## config.mk

```make
export PLATFORM = sky130hd
export DESIGN_NAME = cpcr_front
export DESIGN_NICKNAME = d
export VERILOG_FILES = /design/src/rtl/cpcr_pkg.sv /design/src/rtl/cpcr_front.sv
export SDC_FILE = /design/constraint.sdc
export NUM_CORES = 1
export LEC_CHECK = 0
export ABC_AREA = 1
export BUFFER_PORTS_ARGS = -buffer_cell sky130_fd_sc_hd__buf_2
export CAP_MARGIN = 10
export CORE_ASPECT_RATIO = 0.7
export CORE_MARGIN = 5
export CORE_UTILIZATION = 56
export CTS_BUF_LIST = sky130_fd_sc_hd__clkbuf_8
export CTS_CLUSTER_SIZE = 16
export DETAILED_ROUTE_END_ITERATION = 16
export PLACE_DENSITY = 0.79
export REMOVE_ABC_BUFFERS = 1
export SYNTH_ARGS = -nofsm -noshare
export SYNTH_HDL_FRONTEND = slang
export SYNTH_SLANG_ARGS = --single-unit
```

## constraint.sdc

```tcl
create_clock -name clk -period 7.3 [get_ports clk]
set_input_delay 0.73 -clock clk [delete_from_list [all_inputs] [get_ports clk]]
set_output_delay 0.73 -clock clk [all_outputs]
set_load 0.05 [all_outputs]
```

## src/rtl/cpcr_pkg.sv

```systemverilog
// Shared types and fixed field widths for the circle pair collision resolver.
// No dependencies; the front, the back, the top level and the bench import this package.
`timescale 1ns / 1ps
`default_nettype none

package cpcr_pkg;

	localparam int CTR_W       = 24;  // centre coordinate, signed
	localparam int RAD_W       = 16;  // radius, unsigned
	localparam int WGT_W       = 16;  // weight, unsigned
	localparam int JOLT_W      = 11;  // jolt input, signed Q.F
	localparam int JMV_W       = 12;  // jolt move, room for the negated jolt
	localparam int RSUM_W      = 17;  // radius sum
	localparam int TW_W        = 17;  // total weight
	localparam int OUT_W       = 26;  // move outputs, signed Q.F
	localparam int QUEUE_DEPTH = 4;
	localparam int QPTR_W      = 2;

	localparam logic signed [OUT_W-1:0] OUT_MAX = {1'b0, {(OUT_W-1){1'b1}}};
	localparam logic signed [OUT_W-1:0] OUT_MIN = {1'b1, {(OUT_W-1){1'b0}}};

	typedef enum logic {
		ACT_BOTH   = 1'b0,
		ACT_STATIC = 1'b1
	} cpcr_act_t;

	// classification handed from front to back
	typedef struct packed {
		logic stat;
		logic near;
	} cpcr_ctl_t;

	// front status towards the top level
	typedef struct packed {
		logic s1_v;
		logic q_full;
		logic q_empty;
	} cpcr_fst_t;

endpackage

`default_nettype wire

```

## src/rtl/cpcr_front.sv

```systemverilog
// Front end: applies the jolt, forms the centre difference, classifies the pair
// and holds classified pairs in a short queue. Depends on cpcr_pkg.
`timescale 1ns / 1ps
`default_nettype none

module cpcr_front #(
	parameter int F = 8
) (
	input  logic                                clk,
	input  logic                                arst_n,
	input  logic                                push,
	output logic                                full,
	input  logic                                action,
	input  logic signed [cpcr_pkg::CTR_W-1:0]   center_a_x,
	input  logic signed [cpcr_pkg::CTR_W-1:0]   center_a_y,
	input  logic        [cpcr_pkg::RAD_W-1:0]   radius_a,
	input  logic        [cpcr_pkg::WGT_W-1:0]   weight_a,
	input  logic signed [cpcr_pkg::CTR_W-1:0]   center_b_x,
	input  logic signed [cpcr_pkg::CTR_W-1:0]   center_b_y,
	input  logic        [cpcr_pkg::RAD_W-1:0]   radius_b,
	input  logic        [cpcr_pkg::WGT_W-1:0]   weight_b,
	input  logic signed [cpcr_pkg::JOLT_W-1:0]  jolt_x,
	input  logic signed [cpcr_pkg::JOLT_W-1:0]  jolt_y,
	input  logic                                deq,
	output cpcr_pkg::cpcr_fst_t                 fst,
	output cpcr_pkg::cpcr_ctl_t                 h_ctl,
	output logic                                h_dxn,
	output logic                                h_dyn,
	output logic [cpcr_pkg::RSUM_W+F-1:0]       h_adx,
	output logic [cpcr_pkg::RSUM_W+F-1:0]       h_ady,
	output logic [cpcr_pkg::RSUM_W+F-1:0]       h_sumq,
	output logic [cpcr_pkg::WGT_W-1:0]          h_wa,
	output logic [cpcr_pkg::WGT_W-1:0]          h_wb,
	output logic signed [cpcr_pkg::JMV_W-1:0]   h_jax,
	output logic signed [cpcr_pkg::JMV_W-1:0]   h_jay,
	output logic signed [cpcr_pkg::JMV_W-1:0]   h_jbx,
	output logic signed [cpcr_pkg::JMV_W-1:0]   h_jby
);

	import cpcr_pkg::*;

	localparam int M_W  = RSUM_W + F;
	localparam int DF_W = CTR_W + 2 + F;
	localparam int QP_W = 2 + 2 + 3*M_W + 2*WGT_W + 4*JMV_W;

	logic                     same;
	logic signed [JMV_W-1:0]  jx, jy, jax, jay, jbx, jby;
	logic signed [DF_W-1:0]   dx, dy;
	logic        [DF_W-1:0]   adx, ady;
	logic        [RSUM_W-1:0] rsum;
	logic        [M_W-1:0]    sumq;
	cpcr_ctl_t                ctl;
	logic        [QP_W-1:0]   pk;
	logic        [QP_W-1:0]   pk_s1;
	logic                     v_s1;
	logic        [QP_W-1:0]   mem_q [QUEUE_DEPTH];
	logic        [QPTR_W-1:0] wr_q, rd_q;
	logic        [QPTR_W:0]   cnt_q;
	logic                     q_full, q_empty, q_push, load;

	assign same = (center_a_x == center_b_x) && (center_a_y == center_b_y);
	assign jx   = JMV_W'(jolt_x);
	assign jy   = JMV_W'(jolt_y);

	always_comb begin
		jax = '0;
		jay = '0;
		jbx = '0;
		jby = '0;
		if (same) begin
			if (cpcr_act_t'(action) == ACT_STATIC) begin
				jbx = jx;
				jby = jy;
			end else begin
				jax = jx;
				jay = jy;
				jbx = -jx;
				jby = -jy;
			end
		end
	end

	assign dx = ((DF_W'(center_a_x) - DF_W'(center_b_x)) <<< F) + DF_W'(jax) - DF_W'(jbx);
	assign dy = ((DF_W'(center_a_y) - DF_W'(center_b_y)) <<< F) + DF_W'(jay) - DF_W'(jby);
	assign adx = dx[DF_W-1] ? DF_W'(-dx) : DF_W'(dx);
	assign ady = dy[DF_W-1] ? DF_W'(-dy) : DF_W'(dy);

	assign rsum = RSUM_W'(radius_a) + RSUM_W'(radius_b);
	assign sumq = M_W'(rsum) << F;

	// far apart on either axis: no root needed, no push
	assign ctl.stat = (cpcr_act_t'(action) == ACT_STATIC);
	assign ctl.near = (adx < DF_W'(sumq)) && (ady < DF_W'(sumq));

	assign pk = {ctl, dx[DF_W-1], dy[DF_W-1], adx[M_W-1:0], ady[M_W-1:0], sumq,
		weight_a, weight_b, jax, jay, jbx, jby};

	assign q_full  = (cnt_q == (QPTR_W+1)'(QUEUE_DEPTH));
	assign q_empty = (cnt_q == '0);
	assign q_push  = v_s1 && !q_full;
	assign full    = v_s1 && q_full;
	assign load    = push && !full;

	always_ff @(posedge clk or negedge arst_n) begin
		if (!arst_n) begin
			v_s1  <= 1'b0;
			wr_q  <= '0;
			rd_q  <= '0;
			cnt_q <= '0;
		end else begin
			if (load) begin
				v_s1 <= 1'b1;
			end else if (q_push) begin
				v_s1 <= 1'b0;
			end
			if (q_push) begin
				wr_q <= wr_q + 1'b1;
			end
			if (deq) begin
				rd_q <= rd_q + 1'b1;
			end
			if (q_push && !deq) begin
				cnt_q <= cnt_q + 1'b1;
			end else if (!q_push && deq) begin
				cnt_q <= cnt_q - 1'b1;
			end
		end
	end

	always_ff @(posedge clk) begin
		if (load) begin
			pk_s1 <= pk;
		end
		if (q_push) begin
			mem_q[wr_q] <= pk_s1;
		end
	end

	assign {h_ctl, h_dxn, h_dyn, h_adx, h_ady, h_sumq, h_wa, h_wb,
		h_jax, h_jay, h_jbx, h_jby} = mem_q[rd_q];

	assign fst.s1_v    = v_s1;
	assign fst.q_full  = q_full;
	assign fst.q_empty = q_empty;

endmodule

`default_nettype wire

```

Yosys cells after proc, flatten, opt, wreduce, memory -nomap -nowiden
Memories as Yosys holds them, arrays and structs flattened.
Index checks and enable logic that the tools add are counted.
{"block": "word_totals", "n_memories": 1, "mem_bits_rw": 604, "word_cells": 56, "reg_bits": 159, "output_inout_bits": 163, "in_bits": 187}
{"block": "classes", "n_addsub": 15, "n_mux": 16, "reduce_logical": 14, "eq_ne": 3, "order_cmp": 2}
{"name": "mem_q", "words": 4, "word_bits": 151, "read_ports": 1, "rd_clocked_by_memory_dff": 0, "wr": 1, "line_no": "cpcr_front.sv:56", "text": "logic [QP_W-1:0] mem_q [QUEUE_DEPTH];"}
{"op": "12-bit 2-to-1 mux", "n": 8}
{"op": "33-bit by 12-bit adder with 34-bit output", "n": 2}
{"op": "34-bit by 25-bit less-than comparator with 1-bit output", "n": 2}
{"op": "34-bit 2-to-1 mux", "n": 2}
{"op": "34-bit negation", "n": 2}
{"op": "34-bit by 12-bit subtractor with 34-bit output", "n": 2}
{"op": "24-bit by 24-bit subtractor with 25-bit output", "n": 2}
{"op": "24-bit equality test", "n": 2}
{"op": "11-bit negation with 12-bit output", "n": 2}
{"op": "16-bit by 16-bit adder with 17-bit output", "n": 1}
{"op": "1-bit logical AND", "n": 7}
{"op": "3-bit 2-to-1 mux", "n": 2}
{"op": "2-bit by 1-bit adder with 2-bit output, second input constant", "n": 2}
{"op": "1-bit zero test", "n": 4}
{"op": "1-bit 2-to-1 mux", "n": 4}
{"op": "2-bit nonzero test", "n": 2}
{"op": "3-bit by 1-bit adder with 3-bit output, second input constant", "n": 1}
{"op": "3-bit equality test, second input constant", "n": 1}
{"op": "3-bit zero test", "n": 1}
{"op": "3-bit by 1-bit subtractor with 3-bit output, second input constant", "n": 1}

Longest topological paths before layout
{"block": "logic_depth", "word_depth": 9, "ltp_mapped": 44, "ltp_nobuf": 42}

Worst setup path after synthesis
Ideal clock, no wire load.
{"block": "synth_timing", "kind": "input to register", "startpoint": "in center_b_y[14] (netlist name)", "endpoint": "reg pk_s1[157] (data pin)", "setup_time_ns": 0.251, "n_path_buf": 2, "cell_stages": 35, "t_required_ns": 7.049, "t_arrival_ns": 7.800, "slack_ns": -0.751, "path_cell_list": "inv_1 > ha_1 > nand2_1 > nor2_1 > inv_1 > nor4_1 > nand3_1 > inv_1 > o21ai_0 > a21oi_1 > fa_1 > inv_1 > ha_1 > a21oi_1 > nand2_1 > a21oi_1 > nor2_1 > nor2_1 > nand2_1 > nand2_1 > nand2_2 > inv_2 > buf_6 > buf_2 > o21ai_0 > xor2_1 > ha_1 > nand4_1 > o221a_2 > nand2_1 > nand3_1 > nand2_1 > inv_1 > nand3_1 > nor2_1"}
{"item": "start: declaration", "line_no": "cpcr_front.sv:19", "text": "input logic signed [cpcr_pkg::CTR_W-1:0] center_b_y,"}
{"item": "end signal: assignment", "line_no": "cpcr_front.sv:132", "text": "pk_s1 <= pk;"}
{"item": "end: declaration", "line_no": "cpcr_front.sv:54", "text": "logic [QP_W-1:0] pk_s1;"}

==> impl_results.md <==
- Combinational share of power: between 50% and 60%
- Net Sw Frac: a little under half
- Sequential share of power: ~33%
- Final Max Tran Viols: 0
- Post-synthesis mux area share: less than 1%
- Unrepaired setup endpoints after global routing: no
- Number of max-cap violations: 0
- Internal: between 10 and 15 mW
- Initial core utilization: a little under three fifths
- Crit-path max FO: 14
- PnR worst setup slack: roughly 0.77 ns
- Crit path max-delay family: simple AND/OR/NAND/NOR gates
- Core area: 71200 sq um
- Final WL: 99.9 mm
- Crit share post-route: between 80% and 90%
- Top cell type's share of synthesized area: around 56%
- Register area: approximately 23000 sq um
- Arr. time, crit path: just over 7 ns
- Syn Area/Cell: slightly below 10 sq um
- Max clock buf depth: 3
- Cell Rows: 82
- Die height: ~230 microns
- Adder-cell share of the synthesized area: under 10%
- HP Class: in2reg
- Crit end category: register
- Worst path most repeated cell: nand2_1
- EDFF count, synth: 745
- Max Freq: 153 MHz
- CP Buf/Inv Count: 11
- Multi-input gate area: approximately 15000 sq um
- Die width: 329 microns
- Port-buffer cells: between 300 and 400
- Drt via density: approximately 5.4
- Reg clk slew, reported paths: about 0.070 ns
- Tot GR Track Use: 25.7%
- H-Tree Depth: 3
- WL per Instance: between 15 and 20 microns
- Gate Count Post-Synth: around 4000
- Initial DRC Count: ~2800
- Vias in the first global route: 28377
- RePlAce Congestion: a little over 1
- Total number of vias: between 20000 and 30000
- Initial antenna violation count: 9
- Final hold violation count: 0
- Status: finished clean
- Layout cells sized above 1: between 10% and 20%
- Final Skew: roughly 0.045 ns
- Max-Slew Margin vs Limit: between 20 and 30%
- Largest net degree at the start of global routing: around 150
- Setup_tns: 0 ns
- First-pass GRT wire length: 155 mm
- Slowest CP cell: fa_1
- PwrDens: about 450 nW/um^2
- Area grow syn2layout: 12.9%
- NetSw: about 9.6 mW
- Xor and xnor fraction of the mapped netlist area: under 10%
- Startpoint Class: primary input
- Synth unique cells: 46
- Fill count: a little under 6000
- I/O pin cnt: 350
- CTS Buf Count: between 100 and 150
- Final setup viols: 0
- Synth Area in Simple Gates: around 16%
- Die footprint: ~77000 sq um
- Clock power frac: 16.8%
- Antenna Nets Post-Route: 0
- Worst path required time: ~8 ns
- DRC Markers: 0
- DR pass1 iterations: 8
- Yosys reg bits: 753
- WS Path Type: in2reg
- FFs w/ async S/R, synth: roughly 1.1%
- CTS resizes: 0
- Area leader, netlist: edfxtp_1
- Congestion Overflow GR: 0
- Final net count: 4858
- Area of the mapped netlist: roughly 40000 sq um
- Power consumption: about 20 mW
- Synth Area in Compound Gates: roughly a tenth
- DP HPWL: ~69 mm
- Largest cells by area after synthesis: edfxtp_1 56%, nand2_1 7.0%, ha_1 5.8%
- Min Tclk post-route: 6.53 ns
- Slew @ Worst Pin: 1.08 ns
- LEAKAGE: approximately 20 nW
- Ys Warns: 0
- Worst-Skew Late Latency: approximately 0.72 ns
- Seq/Total Area, Yosys: between 50% and 60%
- CTS root buffer: clkbuf_8
- CTS tree: done
- Synth Flop Type: edfxtp_1
- CTS Sinks: about 750
- Largest family of logic cells by synthesized area: simple AND/OR/NAND/NOR gates
- Pre-CTS WS: roughly 0.19 ns
- Slowest stage delay, CP: between 0.3 and 0.4 ns
- Max rail drop VDD: approximately 0.43 mV
==> cell type report <==
cell class / instances / share of cell area [%]
Antenna cell: 5 / 0.0277
Clock buffer: 121 / 3.69
Clock inverter: 84 / 1.28
Inverter: 549 / 4.59
Multi-Input combinational cell: 2629 / 33.0
Sequential cell: 753 / 50.0
Tap cell: 966 / 2.68
Timing Repair Buffer: 387 / 4.74
==> state kept, by name, summed over array words and instances (netlist names) <==
name	count
cnt_q	3
mem_q	596
pk_s1	149
rd_q	2
v_s1	1
wr_q	2
==> metal layers <==
metal	global-route usage (%)	up-vias	wire, microns
met2	39.5	1224	43700
met3	4.84	152	8940
li1	-	14490	-
met5	0	-	33
met4	6.40	8	2210
met1	38.1	13909	45000
==> cell usage after synthesis (all sizes together), types with 37 or more instances <==
master    n
nand4    37
nand3   151
xnor2    40
a21oi   122
o22ai   149
xor2     85
nor2    548
fa       55
edfxtp  745
clkbuf  100
nand2   773
o21ai   357
inv     549
ha      186
==> metrics by stage <==
stage	instances	area [sq um]	hold WS, ns	util [%]
floorplan	3931	39500	0.434	-
global placement	5283	42900	0.470	60.3
detailed placement	5283	42900	0.479	60.3
CTS	5489	45200	0.0970	63.4
global route	5490	45200	0.110	63.4
finish	5494	45200	0.180	63.5
==> what timing repair did <==
item	CTS	global route
setup endpoints to repair	0	0
endpoints found under the hold margin	8	0
buffers inserted	0	0
hold buffers	1	0
==> path summary, 6_finish.rpt <==
path	from	endpoint	slack, ns	cells past startpoint
min reg2reg	pk_s1[30]$_DFFE_PP_	mem_q[3][30]$_DFFE_PP_	0.47	0
max reg2reg	cnt_q[0]$_DFFE_PN0P_	mem_q[1][146]$_DFFE_PP_	4.66	5
min in group asynchronous	arst_n	cnt_q[1]$_DFFE_PN0P_	0.38	2
min	weight_a[12]	pk_s1[76]$_DFFE_PP_	0.18	1
max in group asynchronous	arst_n	rd_q[1]$_DFFE_PN0P_	6.72	2
max	center_b_y[23]	pk_s1[157]$_DFFE_PP_	0.77	43
==> cells in the final DEF, fill, tap and decap left out, types with 11 or more instances in the layout <==
master	synthesis	final
edfxtp_1	745	745
nand2_1	743	743
inv_1	541	577
nor2_1	529	525
o21ai_0	347	347
buf_2	2	341
ha_1	186	186
o22ai_1	149	149
nand3_1	138	138
a21oi_1	122	121
clkbuf_8	0	121
xor2_1	85	85
fa_1	55	55
xnor2_1	40	40
buf_4	14	38
nand4_1	37	37
nand2_2	29	29
nor3_1	27	27
nand3b_1	24	24
clkinv_1	0	19
nand3_2	13	13
o21bai_1	13	13
nor2_4	8	12
nor2_2	11	11
==> kinds of logic (layout without fill, tap and decap cells) <==
kind of cell	Yosys count	count (layout)
buffers and inverters	671	1141
other	1	13
DFF	753	753
xor gates and xnor gates	125	125
AOI/OAI and AO/OA	682	682
and+or+nand+nor	1572	1572
adders and majority gates	241	241
muxes	1	1
==> power by group through the flow <==
stage	Clock [mW]	Sequential (mW)	Combinational [mW]
2_1_floorplan	0	6.88	7.01
3_3_place_gp	0	6.65	9.92
3_5_place_dp	0	6.70	10.1
4_1_cts	3.45	6.61	10.1
5_1_grt	3.65	6.71	11.0
6_report	3.39	6.61	10.1
No activity file was read; power rests on OpenSTA's default activity.
